--- src/sv/itoa_pkg.sv ---
// ----------------------------------------------------------------------------
// itoa_pkg: shared definitions for the radix integer-to-ASCII converter
// Holds the controller state type, character codes, field widths and defaults.
// ----------------------------------------------------------------------------
package itoa_pkg;

  // Default sizes handed to the top level.
  localparam int unsigned VALUE_WIDTH_DEF = 64;
  localparam int unsigned DIGIT_SLOTS_DEF = 64;

  // Fixed field widths.
  localparam int unsigned VALUE_IN_W = 64;
  localparam int unsigned RADIX_W    = 6;
  localparam int unsigned DIGIT_W    = 5;
  localparam int unsigned CHAR_W     = 8;
  localparam int unsigned LEN_W      = 7;
  localparam int unsigned S_TDATA_W  = 72;
  localparam int unsigned M_TDATA_W  = 16;
  localparam int unsigned SIGNED_W   = 32;

  // Radix limits.
  localparam logic [RADIX_W-1:0] RADIX_MIN = 6'd2;
  localparam logic [RADIX_W-1:0] RADIX_MAX = 6'd32;
  localparam logic [RADIX_W-1:0] RADIX_DEC = 6'd10;

  // Mode codes carried in the slave tuser bit.
  localparam logic CMD_UNSIGNED = 1'b0;
  localparam logic CMD_SIGNED   = 1'b1;

  // ASCII codes.
  localparam logic [CHAR_W-1:0] CHAR_ZERO  = 8'd48;
  localparam logic [CHAR_W-1:0] CHAR_A     = 8'd65;
  localparam logic [CHAR_W-1:0] CHAR_MINUS = 8'd45;
  localparam logic [CHAR_W-1:0] CHAR_NONE  = 8'd0;

  typedef enum logic [2:0] {
    ST_IDLE,
    ST_DIV,
    ST_READ,
    ST_LOAD,
    ST_OUT
  } itoa_state_e;

  // Maps one digit value to its character.
  function automatic logic [CHAR_W-1:0] digit_char(input logic [DIGIT_W-1:0] d);
    logic [CHAR_W-1:0] dw;
    dw = {{(CHAR_W-DIGIT_W){1'b0}}, d};
    if (d >= 5'd10) begin
      digit_char = CHAR_A + dw - 8'd10;
    end else begin
      digit_char = CHAR_ZERO + dw;
    end
  endfunction

endpackage

--- src/sv/radix_integer_to_ascii_core.sv ---
// ----------------------------------------------------------------------------
// radix_integer_to_ascii_core: integer to ASCII text in radix 2 to 32
// Converts one integer per transaction into a stream of characters, most
// significant digit first, using a bit-serial shift-subtract divider.
// ----------------------------------------------------------------------------
//
//  Channel  Dir  Fields (tdata from bit 0 up)             tuser   tlast
//  -------  ---  ---------------------------------------  ------  ------------
//  s_axis   in   value_in[63:0], radix[69:64], pad [71:70] cmd     (none)
//  m_axis   out  char_out[7:0], length[14:8], pad [15]     error   last
//
//  The divider produces one quotient bit per cycle and runs a full
//  VALUE_WIDTH-bit division for every digit. Each emitted digit then passes
//  through the digit store read, output load and handoff states; a sign is
//  handed off before the digits. After the final character the block returns
//  to idle, in which the next request can be accepted. A bad radix produces
//  its single error transaction in the cycle after accept.
//  Reset clears the controller and counters; the digit store is not cleared,
//  as every entry is written before it is read. A stall on m_axis holds the
//  current character; s_axis is ready only while no conversion is in flight.
//
module radix_integer_to_ascii_core
  import itoa_pkg::*;
#(
  parameter int unsigned VALUE_WIDTH = VALUE_WIDTH_DEF,
  parameter int unsigned DIGIT_SLOTS = DIGIT_SLOTS_DEF
) (
  input  logic                 clk_i,
  input  logic                 rst_ni,
  input  logic                 s_axis_tvalid,
  output logic                 s_axis_tready,
  // value_in [63:0], radix [69:64], zero pad [71:70]
  input  logic [S_TDATA_W-1:0] s_axis_tdata,
  // cmd [0]
  input  logic                 s_axis_tuser,
  output logic                 m_axis_tvalid,
  input  logic                 m_axis_tready,
  // char_out [7:0], length [14:8], zero pad [15]
  output logic [M_TDATA_W-1:0] m_axis_tdata,
  // error [0]
  output logic                 m_axis_tuser,
  output logic                 m_axis_tlast
);

  localparam int unsigned BW = $clog2(VALUE_WIDTH);
  localparam int unsigned AW = $clog2(DIGIT_SLOTS);
  localparam int unsigned CW = $clog2(DIGIT_SLOTS + 1);

  itoa_state_e state_q, state_d;

  // Divider: quotient shifts left one bit per cycle, remainder collects bits.
  logic [VALUE_WIDTH-1:0] quot_q;
  logic [DIGIT_W-1:0]     rem_q;
  logic [RADIX_W-1:0]     radix_q;
  logic [BW-1:0]          bit_q;
  logic                   neg_q;

  // Digit store bookkeeping. The store is circular, so once it fills the
  // newest digits overwrite the oldest ones.
  logic [AW-1:0] wptr_q;
  logic [AW-1:0] rptr_q;
  logic [CW-1:0] cnt_q;
  logic [CW-1:0] left_q;

  logic [DIGIT_W-1:0] digit_mem [DIGIT_SLOTS];
  logic [DIGIT_W-1:0] rd_data_q;

  // Output register.
  logic [CHAR_W-1:0] out_char_q;
  logic [LEN_W-1:0]  out_len_q;
  logic              out_last_q;
  logic              out_err_q;

  // Handshakes and decoded input fields.
  logic                  s_hs;
  logic                  m_hs;
  logic [VALUE_IN_W-1:0] in_value;
  logic [RADIX_W-1:0]    in_radix;
  logic                  radix_ok;
  logic [SIGNED_W-1:0]   in_low;
  logic [SIGNED_W-1:0]   in_mag;
  logic [VALUE_WIDTH-1:0] start_quot;
  logic                  start_neg;

  // One divider step.
  logic [DIGIT_W:0]       trial;
  logic                   trial_ge;
  logic [DIGIT_W-1:0]     rem_nxt;
  logic [VALUE_WIDTH-1:0] quot_nxt;
  logic                   digit_done;
  logic                   quot_zero;

  logic [AW-1:0] wptr_inc;
  logic [AW-1:0] rptr_dec;
  logic [CW-1:0] cnt_nxt;
  logic [LEN_W-1:0] len_total;

  // Controls from the output decoder.
  logic mem_we;
  logic mem_re;

  assign s_hs = s_axis_tvalid && s_axis_tready;
  assign m_hs = m_axis_tvalid && m_axis_tready;

  assign in_value = s_axis_tdata[VALUE_IN_W-1:0];
  assign in_radix = s_axis_tdata[VALUE_IN_W +: RADIX_W];
  assign radix_ok = (in_radix >= RADIX_MIN) && (in_radix <= RADIX_MAX);

  // Signed mode: magnitude of the low 32 bits; the most negative value
  // yields 2^31, which the 32-bit negation gives naturally.
  assign in_low = in_value[SIGNED_W-1:0];
  assign in_mag = in_low[SIGNED_W-1] ? (~in_low + 1'b1) : in_low;

  always_comb begin
    if (s_axis_tuser == CMD_SIGNED) begin
      start_quot = VALUE_WIDTH'(in_mag);
    end else begin
      start_quot = in_value[VALUE_WIDTH-1:0];
    end
  end

  // The minus sign is printed for negative values in base ten only.
  assign start_neg = (s_axis_tuser == CMD_SIGNED) && in_low[SIGNED_W-1] &&
                     (in_radix == RADIX_DEC);

  // Restoring division step. The remainder stays below the radix, at most 31,
  // so the trial value fits six bits and the difference fits five.
  assign trial    = {rem_q, quot_q[VALUE_WIDTH-1]};
  assign trial_ge = (trial >= radix_q);
  assign rem_nxt  = trial_ge ? DIGIT_W'(trial - radix_q) : trial[DIGIT_W-1:0];
  assign quot_nxt = {quot_q[VALUE_WIDTH-2:0], trial_ge};

  assign digit_done = (bit_q == '0);
  assign quot_zero  = (quot_nxt == '0);

  assign wptr_inc = (wptr_q == AW'(DIGIT_SLOTS - 1)) ? '0 : wptr_q + 1'b1;
  assign rptr_dec = (rptr_q == '0) ? AW'(DIGIT_SLOTS - 1) : rptr_q - 1'b1;
  assign cnt_nxt  = (cnt_q < CW'(DIGIT_SLOTS)) ? cnt_q + 1'b1 : cnt_q;

  assign len_total = LEN_W'(cnt_q) + LEN_W'(neg_q);

  // Next-state logic.
  always_comb begin
    state_d = state_q;
    case (state_q)
      ST_IDLE: begin
        if (s_hs) begin
          state_d = radix_ok ? ST_DIV : ST_OUT;
        end
      end
      ST_DIV: begin
        if (digit_done && quot_zero) begin
          state_d = neg_q ? ST_OUT : ST_READ;
        end
      end
      ST_READ: begin
        state_d = ST_LOAD;
      end
      ST_LOAD: begin
        state_d = ST_OUT;
      end
      ST_OUT: begin
        if (m_hs) begin
          state_d = out_last_q ? ST_IDLE : ST_READ;
        end
      end
      default: begin
        state_d = ST_IDLE;
      end
    endcase
  end

  // Output and control decode.
  always_comb begin
    s_axis_tready = 1'b0;
    m_axis_tvalid = 1'b0;
    mem_we        = 1'b0;
    mem_re        = 1'b0;
    case (state_q)
      ST_IDLE: begin
        s_axis_tready = 1'b1;
      end
      ST_DIV: begin
        mem_we = digit_done;
      end
      ST_READ: begin
        mem_re = 1'b1;
      end
      ST_LOAD: begin
      end
      ST_OUT: begin
        m_axis_tvalid = 1'b1;
      end
      default: begin
      end
    endcase
  end

  always_ff @(posedge clk_i or negedge rst_ni) begin
    if (!rst_ni) begin
      state_q <= ST_IDLE;
    end else begin
      state_q <= state_d;
    end
  end

  // Divider and digit bookkeeping.
  always_ff @(posedge clk_i or negedge rst_ni) begin
    if (!rst_ni) begin
      quot_q <= '0;
      bit_q  <= '0;
      wptr_q <= '0;
      rptr_q <= '0;
      cnt_q  <= '0;
      left_q <= '0;
      neg_q  <= 1'b0;
    end else begin
      if (s_hs) begin
        quot_q <= start_quot;
        bit_q  <= BW'(VALUE_WIDTH - 1);
        wptr_q <= '0;
        cnt_q  <= '0;
        neg_q  <= start_neg;
      end else if (state_q == ST_DIV) begin
        quot_q <= quot_nxt;
        // The bit counter restarts at the top bit for every digit.
        bit_q  <= digit_done ? BW'(VALUE_WIDTH - 1) : bit_q - 1'b1;
        if (digit_done) begin
          // The next digit restarts the divider on the fresh quotient.
          wptr_q <= wptr_inc;
          cnt_q  <= cnt_nxt;
          rptr_q <= wptr_q;
          left_q <= cnt_nxt;
        end
      end else if (state_q == ST_READ) begin
        rptr_q <= rptr_dec;
        left_q <= left_q - 1'b1;
      end
    end
  end

  // Payload registers of the divider need no reset.
  always_ff @(posedge clk_i) begin
    if (s_hs) begin
      rem_q   <= '0;
      radix_q <= in_radix;
    end else if (state_q == ST_DIV) begin
      rem_q <= digit_done ? '0 : rem_nxt;
    end
  end

  // Digit store, one write and one registered read port.
  always_ff @(posedge clk_i) begin
    if (mem_we) begin
      digit_mem[wptr_q] <= rem_nxt;
    end
    if (mem_re) begin
      rd_data_q <= digit_mem[rptr_q];
    end
  end

  // Output register: error result, minus sign or one digit character.
  always_ff @(posedge clk_i) begin
    if (s_hs && !radix_ok) begin
      out_char_q <= CHAR_NONE;
      out_last_q <= 1'b1;
      out_err_q  <= 1'b1;
      out_len_q  <= '0;
    end else if (state_q == ST_DIV && digit_done && quot_zero) begin
      // Only the sign is loaded here; digits go through the store read.
      out_char_q <= CHAR_MINUS;
      out_last_q <= 1'b0;
      out_err_q  <= 1'b0;
      out_len_q  <= '0;
    end else if (state_q == ST_LOAD) begin
      out_char_q <= digit_char(rd_data_q);
      out_last_q <= (left_q == '0);
      out_err_q  <= 1'b0;
      out_len_q  <= (left_q == '0) ? len_total : '0;
    end
  end

  assign m_axis_tdata = {1'b0, out_len_q, out_char_q};
  assign m_axis_tuser = out_err_q;
  assign m_axis_tlast = out_last_q;

  // ---------------------------------------------------------------------------
  // Assertions
  // ---------------------------------------------------------------------------

  // An error result is always a single, final, empty transaction.
  assert property (@(posedge clk_i) disable iff (!rst_ni)
    (m_axis_tvalid && m_axis_tuser) |->
      (m_axis_tlast && m_axis_tdata[7:0] == CHAR_NONE && m_axis_tdata[14:8] == '0))
    else $error("error result is not a lone final transaction");

  // Input is never taken while a result is still being offered.
  assert property (@(posedge clk_i) disable iff (!rst_ni)
    !(s_axis_tready && m_axis_tvalid))
    else $error("input accepted during output");

  // The digit count saturates at the store depth.
  assert property (@(posedge clk_i) disable iff (!rst_ni)
    cnt_q <= CW'(DIGIT_SLOTS))
    else $error("digit count beyond store depth");

  // After the final character the block is ready for the next conversion.
  assert property (@(posedge clk_i) disable iff (!rst_ni)
    (m_hs && m_axis_tlast) |=> s_axis_tready)
    else $error("block not idle after final character");

endmodule
--- config.mk ---
export PLATFORM = sky130hd
export DESIGN_NAME = radix_integer_to_ascii_core
export DESIGN_NICKNAME = d
export VERILOG_FILES = /design/src/sv/itoa_pkg.sv /design/src/sv/radix_integer_to_ascii_core.sv
export SDC_FILE = /design/constraint.sdc
export NUM_CORES = 1
export LEC_CHECK = 0
export ABC_AREA = 1
export BUFFER_PORTS_ARGS = -buffer_cell sky130_fd_sc_hd__buf_2
export CELL_PAD_IN_SITES_DETAIL_PLACEMENT = 2
export CELL_PAD_IN_SITES_GLOBAL_PLACEMENT = 2
export CORE_UTILIZATION = 45
export CTS_BUF_LIST = sky130_fd_sc_hd__clkbuf_2 sky130_fd_sc_hd__clkbuf_4 sky130_fd_sc_hd__clkbuf_8
export DETAILED_ROUTE_END_ITERATION = 6
export PLACE_DENSITY = 0.95
export SYNTH_ARGS = -nofsm -noshare
export SYNTH_HDL_FRONTEND = slang
export SYNTH_SLANG_ARGS = --single-unit
--- constraint.sdc ---
create_clock -name clk_i -period 10.4 [get_ports clk_i]
set_input_delay 0.52 -clock clk_i [delete_from_list [all_inputs] [get_ports clk_i]]
set_output_delay 0.52 -clock clk_i [all_outputs]
set_load 0.02 [all_outputs]
==> impl_metrics.tcl, run 1 <==
set metrics [dict create \
    status "complete, no violations" \
    r2r_start "rptr_q[2]$_DFFE_PN0P_" \
    cts_max_path_buffers 3 \
    setup_violations 0 \
    rsz0062_at_grt "false" \
    clockPowerShare_pct 28.2 \
    regArea_um2 12900 \
    cts_made_buffers 78 \
    finalCriticalPeriod_ns 4.33 \
    routed-via-count 17900 \
    rows 78 \
    pwr-share-comb_pct 28.5 \
    clock_latency_ns 0.70 \
    io_pins 97 \
    synth-async-reset-ratio_pct 22.1 \
    leakagePower_nw 8.96 \
    path_max_fanout 24 \
    synth_area_um2 20600 \
    routed_wl_um 92500 \
    crit_end "rd_data_q[3]$_DFFE_PP_" \
    end_kind "flop" \
    p_switching_w 0.00241 \
    netSwitchingFraction_pct 39.5 \
    overflow 0 \
    finalNetCount 2260 \
    syn_avg_cell_area_um2 9.96 \
    start_util_pct 45.6 \
    place_inst 2682 \
    grt_pass1_wl_um 137000 \
    instances_no_fill 2820 \
    drv_slew 0 \
    synth_cell_type_count 47 \
    clkTransAtPathRegs_ns 0.08 \
    grtUsageTotal_pct 40.1 \
    place_congestion 0.845 \
    portBuffers 92 \
    ys_seq_area_share_pct 62.3 \
    final-hold-violation-count 0 \
    r2r_end "rd_data_q[3]$_DFFE_PP_" \
    area_growth_pct 11.5 \
    grt_pass1_vias 20400 \
    max_slew_margin_pct 21.8 \
    drtIter0Drc 1786 \
    rr_worst_depth 8 \
    power.density_nw_per_um2 265 \
    synth-edff-count 331 \
    first_pass_iters 5 \
    drc 0 \
    crit_start "rptr_q[2]$_DFFE_PN0P_" \
    syn_inst 2071 \
    clock_sinks 452 \
    yosys.area.top_type "edfxtp_1" \
    layout_worst_path_cycle_share_pct 41.6 \
    ant_nets 0 \
    grt_start_max_net_pins 86 \
    final_common_cell "nor2_1" \
    ys_ff_latch 452 \
    cts_resized 0 \
    cp.required_ns 10.90 \
    synth_top_area_share_pct 48.2 \
    synth_ff_type "edfxtp_1" \
    tritoncts "yes" \
    multi_input_area_um2 6640 \
    dp.final_hpwl_um 50400 \
    ctsHoldBuffers 1 \
    clock.fmax_mhz 231 \
    root_buffer "clkbuf_8" \
    num-fill-cells 4608 \
    vias_per_cell 6.33 \
    arrival_ns 4.83 \
    crit_type "flop to flop" \
    final_cell_mix "nor2_1, edfxtp_1, nand2_1" \
    finalClockSkew_ns 0.0499 \
    antenna_found_initial 2 \
    wl_per_cell_um 32.8 \
    p_int_w 0.00368 \
    hp-class "input port to flop" \
    die_area_um2 46700 \
    total_power_w 0.00609 \
    core_um2 45300 \
    worst_slew_pin_slew_ns 1.17 \
    ctsHtreeMaxLevel 3 \
    post-route-util_pct 50.8 \
    dieWidth_um 216 \
    ir_drop_mv 0.279 \
    setup_tns_ns 0 \
    startpoint_type "flop" \
    fp.dieH_um 216 \
    yosysWarnings 0 \
    power_frac_seq_pct 43.3 \
    max_cap_viol_count 0 \
    synth.area.top_cells "edfxtp_1, dfrtp_1, nor2_1" \
    reg2reg_slack_ns 6.07 \
    drive_above_1_share_pct 12.5 \
    post-cts-setup-buffer-count 0 \
]
[power groups by stage]
stage	sequential [W]	clock, W	combinational, W
2_1_floorplan	0.00260	0	0.000914
3_3_place_gp	0.00260	0	0.00137
3_5_place_dp	0.00263	0	0.00158
4_1_cts	0.00262	0.00172	0.00171
5_1_grt	0.00264	0.00178	0.00181
6_report	0.00263	0.00172	0.00174
[per-layer routing]
| metal | GRT usage, % | wire (µm) | vias to the layer above |
|---|---|---|---|
| met1 | 43.4 | 32600 | 9191 |
| met5 | 0 | 0 | - |
| met4 | 27.3 | 7050 | 0 |
| met2 | 70.9 | 47600 | 934 |
| li1 | - | - | 7337 |
| met3 | 7.59 | 5320 | 397 |
[worst max-delay path: stages, from the launching register on]
cell     delay (ns)
dfrtp_1        1.12
inv_1          0.79
nor2_2         1.07
inv_1          0.28
a21oi_1        0.35
nor2_1         0.12
nand2_1        0.09
nand3_1        0.10
nand2_1        0.19
[flip-flops by register name, indices dropped and copies added (netlist names)]
name	count
out_char_q	7
bit_q	6
left_q	7
wptr_q	6
rem_q	5
m_axis_tlast	1
cnt_q	7
state_q	3
out_len_q	7
m_axis_tuser	1
rd_data_q	5
rptr_q	6
digit_mem	320
quot_q	64
radix_q	6
neg_q	1
[cells in the mapped netlist, types with 8 or more instances]
| library cell | number |
|---|---|
| a21oi_1 | 48 |
| a22oi_1 | 36 |
| buf_2 | 53 |
| buf_4 | 14 |
| clkbuf_1 | 29 |
| dfrtp_1 | 100 |
| dfxtp_1 | 21 |
| edfxtp_1 | 331 |
| ha_1 | 18 |
| inv_1 | 163 |
| inv_2 | 8 |
| nand2_1 | 302 |
| nand3_1 | 152 |
| nand4_1 | 24 |
| nor2_1 | 363 |
| nor3_1 | 9 |
| o211ai_1 | 54 |
| o21ai_0 | 221 |
| o21ai_1 | 14 |
| o221ai_1 | 11 |
| o22ai_1 | 24 |
| xor2_1 | 15 |
[metrics by stage]
stage / worst slack [ns] / area [µm²] / hold slack (ns)
after floorplan: 5.95 / 20600 / 0.224
after global placement: 6.76 / 21500 / 0.456
after detailed placement: 6.46 / 21500 / 0.487
after CTS: 6.31 / 23000 / 0.0363
after global routing: 6.09 / 23000 / 0.0467
final: 6.07 / 23000 / 0.0534
[layout make-up]
cell class,instances,share of cell area [%]
timing repair buffer,112,2.68
multi-input combinational,1346,28.9
clock buffer,116,6.01
clock inverter,18,0.391
tap,600,3.26
inverter,174,2.85
sequential,452,55.9
antenna,2,0.0217
[cells by family (layout without fill, tap and decap cells)]
group                    count (synthesis)  after routing  synth area share (%)
AND/OR/NAND/NOR                        883            883                  18.1
flip-flops                             452            452                  62.3
AO/OA/AOI/OAI                          422            422                  11.8
buffers and inverters                  274            420                  5.71
XOR/XNOR                                20             20                 0.849
adder cells (fa/ha/maj)                 19             19                  1.19
other                                    1              4                0.0182
[worst min-delay path by stage]
stage                                    from                        end  slack [ns]  depth (start not counted)
floorplan                              rst_ni       bit_q[0]$_DFFE_PN0P_        0.22                          0
global placement    m_axis_tuser$_SDFFE_PP1P_  m_axis_tuser$_SDFFE_PP1P_        0.46                          2
detailed placement      rem_q[2]$_SDFFE_PP0P_      rem_q[2]$_SDFFE_PP0P_        0.49                          2
CTS                          s_axis_tdata[67]       radix_q[3]$_DFFE_PP_        0.04                          1
global route                 s_axis_tdata[67]       radix_q[3]$_DFFE_PP_        0.05                          1
finish                       s_axis_tdata[67]       radix_q[3]$_DFFE_PP_        0.05                          1
(Power assumes the default switching activity.)
==> run 2, diff against run 1 <==
--- a/config.mk
+++ b/config.mk
@@ -9,10 +9,10 @@
 export BUFFER_PORTS_ARGS = -buffer_cell sky130_fd_sc_hd__buf_2
 export CELL_PAD_IN_SITES_DETAIL_PLACEMENT = 2
 export CELL_PAD_IN_SITES_GLOBAL_PLACEMENT = 2
-export CORE_UTILIZATION = 45
+export CORE_UTILIZATION = 38
 export CTS_BUF_LIST = sky130_fd_sc_hd__clkbuf_2 sky130_fd_sc_hd__clkbuf_4 sky130_fd_sc_hd__clkbuf_8
 export DETAILED_ROUTE_END_ITERATION = 6
-export PLACE_DENSITY = 0.95
+export PLACE_DENSITY = 0.87
 export SYNTH_ARGS = -nofsm -noshare
 export SYNTH_HDL_FRONTEND = slang
 export SYNTH_SLANG_ARGS = --single-unit
==> constraint.sdc (replaced) <==
create_clock -name clk_i -period 3.8 [get_ports clk_i]
set_input_delay 0.19 -clock clk_i [delete_from_list [all_inputs] [get_ports clk_i]]
set_output_delay 0.19 -clock clk_i [all_outputs]
set_load 0.02 [all_outputs]
==> impl_metrics.tcl, run 2 (synthesized netlist as in run 1, its figures left out) <==
set metrics [dict create \
    path_max_fanout 58 \
    cts_made_buffers 80 \
    multi_input_area_um2 6670 \
    clock_latency_ns 0.72 \
    setup_ws_ns 0.0455 \
    finalNetCount 2342 \
    drv_slew 0 \
    rows 85 \
    leakagePower_nw 9.37 \
    hold_slack_ns 0.0947 \
    max_cap_viol_count 0 \
    arrival_ns 4.33 \
    ir_drop_mv 0.488 \
    largest_register_ffs 320 \
    placed_cell_area_um2 21800 \
    fp.dieH_um 235 \
    instances_no_fill 3011 \
    cp_slowest_cell "clkinv_2" \
    status "complete, but fails checks" \
    ctsHtreeMaxLevel 3 \
    grtUsageTotal_pct 33.0 \
    vias_per_cell 5.97 \
    cp_top_family "buffers and inverters" \
    finalClockSkew_ns 0.0593 \
    first_pass_iters 7 \
    drtIter0Drc 1497 \
    cts_max_path_buffers 3 \
    startpoint_type "flop" \
    fin_area_um2 24100 \
    tritoncts "yes" \
    regMostFlops "digit_mem" \
    max_stage_delay_ns 0.71 \
    place_inst 2787 \
    regArea_um2 12900 \
    start_util_pct 38.4 \
    num-fill-cells 5599 \
    dp.final_hpwl_um 46100 \
    post-cts-setup-buffer-count 0 \
    routed-via-count 18000 \
    grt_pass1_wl_um 135000 \
    pre_cts_slack_ns 0.538 \
    routed_wl_um 90900 \
    wl_per_cell_um 30.2 \
    setup_violations 0 \
    crit_buf_inv 5 \
    end_kind "flop" \
    clock.fmax_mhz 266 \
    die_area_um2 55200 \
    finalCriticalPeriod_ns 3.75 \
    violations "design-rule violations" \
    portBuffers 92 \
    grt_pass1_vias 20700 \
    crit_type "flop to flop" \
    final-hold-violation-count 0 \
    core_um2 53700 \
    place_congestion 0.820 \
    post-route-util_pct 44.9 \
    crit_path_cell_trace "inv_1 > nor2_2 > nand2_2 > inv_2 > buf_4 > nor2_1 > buf_4 > clkinv_2 > o22ai_1 > o21bai_1" \
    root_buffer "clkbuf_8" \
    area_growth_pct 16.9 \
    layout_worst_path_cycle_share_pct 98.8 \
    drc 2 \
    reg2reg_slack_ns 0.05 \
    dieWidth_um 235 \
    worst_slew_pin_slew_ns 1.23 \
    hp-class "input port to flop" \
    grt_start_max_net_pins 98 \
    final_common_cell "nor2_1" \
    final_cell_mix "nor2_1, edfxtp_1, nand2_1" \
    max_slew_margin_pct 17.9 \
    clock_sinks 452 \
    reg_top3 "digit_mem (320), quot_q (64)" \
    io_pins 97 \
    clkTransAtPathRegs_ns 0.09 \
    ant_nets 0 \
    power.density_nw_per_um2 703 \
    critPathMostFrequentCell "buf_4" \
    overflow 0 \
    antenna_found_initial 12 \
    cp.required_ns 4.38 \
    drive_above_1_share_pct 12.9 \
]
-- run 2: per-stage QoR --
stage | setup TNS (ns) | power (W)
2_1_floorplan | -77.24 | 0.00960
3_3_place_gp | 0 | 0.0111
3_5_place_dp | 0 | 0.0116
4_1_cts | 0 | 0.0165
5_1_grt | -0.00333 | 0.0174
6_report | 0 | 0.0170
-- run 2: timing repair --
item	in CTS	in global routing
endpoints found under the hold margin	139	0
gates resized for setup	0	9
hold buffers	72	0
setup endpoints to repair	0	6
-- run 2: worst min-delay path, delay by kind of cell --
kind | cells | cell delay, ns
AO/OA/AOI/OAI | 1 | 0.19
buffers and inverters | 1 | 0.12
AND/OR/NAND/NOR | 3 | 0.25
-- run 2: power breakdown --
part | internal, W | switching [W]
clock | 0.00246 | 0.00231
sequential | 0.00671 | 0.000458
combinational | 0.00121 | 0.00381
total | 0.0104 | 0.00657
-- run 2: per-layer routing --
metal,up-vias,share of wire (%),global-route usage [%]
met5,-,0.021,0
met4,4,8.2,24.9
met3,414,5.5,7.27
met2,799,52,58.5
met1,9237,35,34.0
li1,7524,-,-
-- run 2: area by class of cell --
| cell class | instances | share of cell area (%) |
|---|---|---|
| diodes | 11 | 0.114 |
| multi-input cells | 1346 | 27.6 |
| well taps | 696 | 3.61 |
| inverters | 174 | 2.72 |
| clock buffers | 120 | 6.09 |
| flip-flops and latches | 452 | 53.3 |
| clock inverters | 20 | 0.399 |
| repair buffers | 192 | 6.09 |
-- run 2: final timing paths --
kind | cells past startpoint | start | endpoint
min in group asynchronous | 2 | rst_ni | quot_q[59]$_DFFE_PN0P_
hold / removal | 5 | s_axis_tvalid | state_q[1]$_DFFE_PN0P_
setup / recovery | 10 | state_q[0]$_DFFE_PN0P_ | quot_q[15]$_DFFE_PN0P_
setup reg to reg | 10 | state_q[0]$_DFFE_PN0P_ | quot_q[15]$_DFFE_PN0P_
max in group asynchronous | 3 | rst_ni | quot_q[28]$_DFFE_PN0P_
hold reg to reg | 2 | m_axis_tuser$_SDFFE_PP1P_ | m_axis_tuser$_SDFFE_PP1P_
==> run 3, diff against run 2 <==
--- a/config.mk
+++ b/config.mk
@@ -9,6 +9,7 @@
 export BUFFER_PORTS_ARGS = -buffer_cell sky130_fd_sc_hd__buf_2
 export CELL_PAD_IN_SITES_DETAIL_PLACEMENT = 2
 export CELL_PAD_IN_SITES_GLOBAL_PLACEMENT = 2
+export CORE_ASPECT_RATIO = 1.1
 export CORE_UTILIZATION = 38
 export CTS_BUF_LIST = sky130_fd_sc_hd__clkbuf_2 sky130_fd_sc_hd__clkbuf_4 sky130_fd_sc_hd__clkbuf_8
 export DETAILED_ROUTE_END_ITERATION = 6
==> impl_metrics.tcl, run 3 (synthesized netlist as in run 1, its figures left out) <==
set metrics [dict create \
    status "complete, no violations" \
    leakagePower_nw 9.36 \
    setup_tns_ns 0 \
    post-cts-setup-buffer-count 0 \
    cts_made_buffers 80 \
    drc 0 \
    final_cell_mix "nor2_1, edfxtp_1, nand2_1" \
    portBuffers 92 \
    drive_above_1_share_pct 12.7 \
    clock_latency_ns 0.71 \
    tritoncts "yes" \
    grtUsageTotal_pct 30.5 \
    wl_per_cell_um 27.5 \
    arrival_ns 4.09 \
    first_pass_iters 7 \
    max_cap_viol_count 0 \
    finalNetCount 2345 \
    layout_worst_path_cycle_share_pct 97.9 \
    rsz0062_at_grt "false" \
    dp.final_hpwl_um 45200 \
    finalClockSkew_ns 0.0504 \
    antenna_found_initial 0 \
    place_congestion 0.829 \
    routed_wl_um 83400 \
    die_area_um2 55200 \
    cp.required_ns 4.17 \
    rows 89 \
    area_growth_pct 16.9 \
    clock.fmax_mhz 269 \
    grt_pass1_wl_um 126000 \
    ctsHtreeMaxLevel 3 \
    grt_start_max_net_pins 166 \
    crit_path_cell_trace "inv_1 > ha_1 > inv_1 > fa_1 > nand3_1 > nand3_1 > nor2_4 > inv_1 > o21ai_0 > clkinvlp_4 > buf_12" \
    largest_register_ffs 320 \
    drtIter0Drc 1180 \
    dieWidth_um 224 \
    root_buffer "clkbuf_8" \
    start_util_pct 38.4 \
    hp-class "input port to flop" \
    overflow 0 \
    core_um2 53700 \
    cts_max_path_buffers 3 \
    drv_slew 0 \
    ant_nets 0 \
    grt_pass1_vias 20100 \
    critPathMostFrequentCell "inv_1" \
    power.density_nw_per_um2 690 \
    reg_top3 "digit_mem (320), quot_q (64)" \
    vias_per_cell 5.77 \
    end_kind "flop" \
    total_power_w 0.0166 \
    regMostFlops "digit_mem" \
    startpoint_type "flop" \
    max_slew_margin_pct 21.2 \
    setup_violations 0 \
    path_max_fanout 45 \
    routed-via-count 17500 \
    crit_type "flop to flop" \
    clock_sinks 452 \
    final_common_cell "nor2_1" \
    cp_top_family "buffers and inverters" \
    fp.dieH_um 246 \
    clkTransAtPathRegs_ns 0.07 \
    io_pins 97 \
    max_stage_delay_ns 0.60 \
    final-hold-violation-count 0 \
    ir_drop_mv 0.461 \
    finalCriticalPeriod_ns 3.72 \
    num-fill-cells 5607 \
    antennaDiodeCount 0 \
    worst_slew_pin_slew_ns 1.18 \
    cp_slowest_cell "clkinvlp_4" \
    crit_buf_inv 5 \
]
## run 3: cell count changes in the layout (fill, tap and decap cells not counted), moves of 3 or more
cell	delta
dlygate4sd3_1	+3
clkinv_1	-3
diode_2	-11
clkbuf_4	+5
clkbuf_8	-3
o21ai_2	-3
o21ai_0	+3
## run 3: cell type report
| class | instances | area [µm²] | area share, % |
|---|---|---|---|
| Tap cell | 728 | 911 | 3.78 |
| Timing Repair Buffer | 195 | 1500 | 6.21 |
| Inverter | 174 | 659 | 2.73 |
| Sequential cell | 452 | 12900 | 53.3 |
| Multi-Input combinational cell | 1346 | 6640 | 27.5 |
| Clock buffer | 122 | 1470 | 6.08 |
| Clock inverter | 16 | 77.6 | 0.322 |
## run 3: repair_timing
item                                   CTS  global route
setup endpoints to repair                0            45
hold buffers                            75             0
endpoints found under the hold margin  173             0
resized for setup                        0             1
## run 3: worst min-delay path, delay by kind of cell
kind / cells / cell delay (ns)
buf+inv: 1 / 0.15
simple gates: 2 / 0.29
compound gates: 1 / 0.11
## run 3: routing by layer
layer	track usage, %	wire length, µm
met1	33.6	30900
met2	55.8	43900
met3	4.53	3790
met4	17.5	4790
met5	0	0
## run 3: power breakdown
part | total, W | internal [W] | switching, W
Combinational | 0.00485 | 0.00121 | 0.00364
Sequential | 0.00712 | 0.00671 | 0.000402
Clock | 0.00468 | 0.00244 | 0.00223
## run 3: worst paths after layout
path                       cells past startpoint  slack (ns)                    from                         end
setup reg to reg                              11        0.08  quot_q[63]$_DFFE_PN0P_  digit_mem[44][4]$_DFFE_PP_
setup / recovery                              11        0.08  quot_q[63]$_DFFE_PN0P_  digit_mem[44][4]$_DFFE_PP_
max in group asynchronous                      3        2.93                  rst_ni      quot_q[18]$_DFFE_PN0P_
hold / removal                                 4        0.13            s_axis_tuser      quot_q[63]$_DFFE_PN0P_
hold reg to reg                                2        0.51  quot_q[21]$_DFFE_PN0P_      quot_q[21]$_DFFE_PN0P_
min in group asynchronous                      3        0.15                  rst_ni      quot_q[39]$_DFFE_PN0P_
## run 3: metrics by stage
stage                     util, %  std cells  setup WS, ns  hold WS, ns  area [µm²]
after floorplan                 -       2072        -0.601       -0.106       20600
after global placement       40.7       2820         0.814     -0.00224       21800
after detailed placement     40.7       2820         0.485      0.00229       21800
after CTS                    44.9       3033         0.377       0.0683       24100
after global routing         44.9       3033       0.00821        0.164       24100
final                        44.9       3033        0.0798        0.125       24100
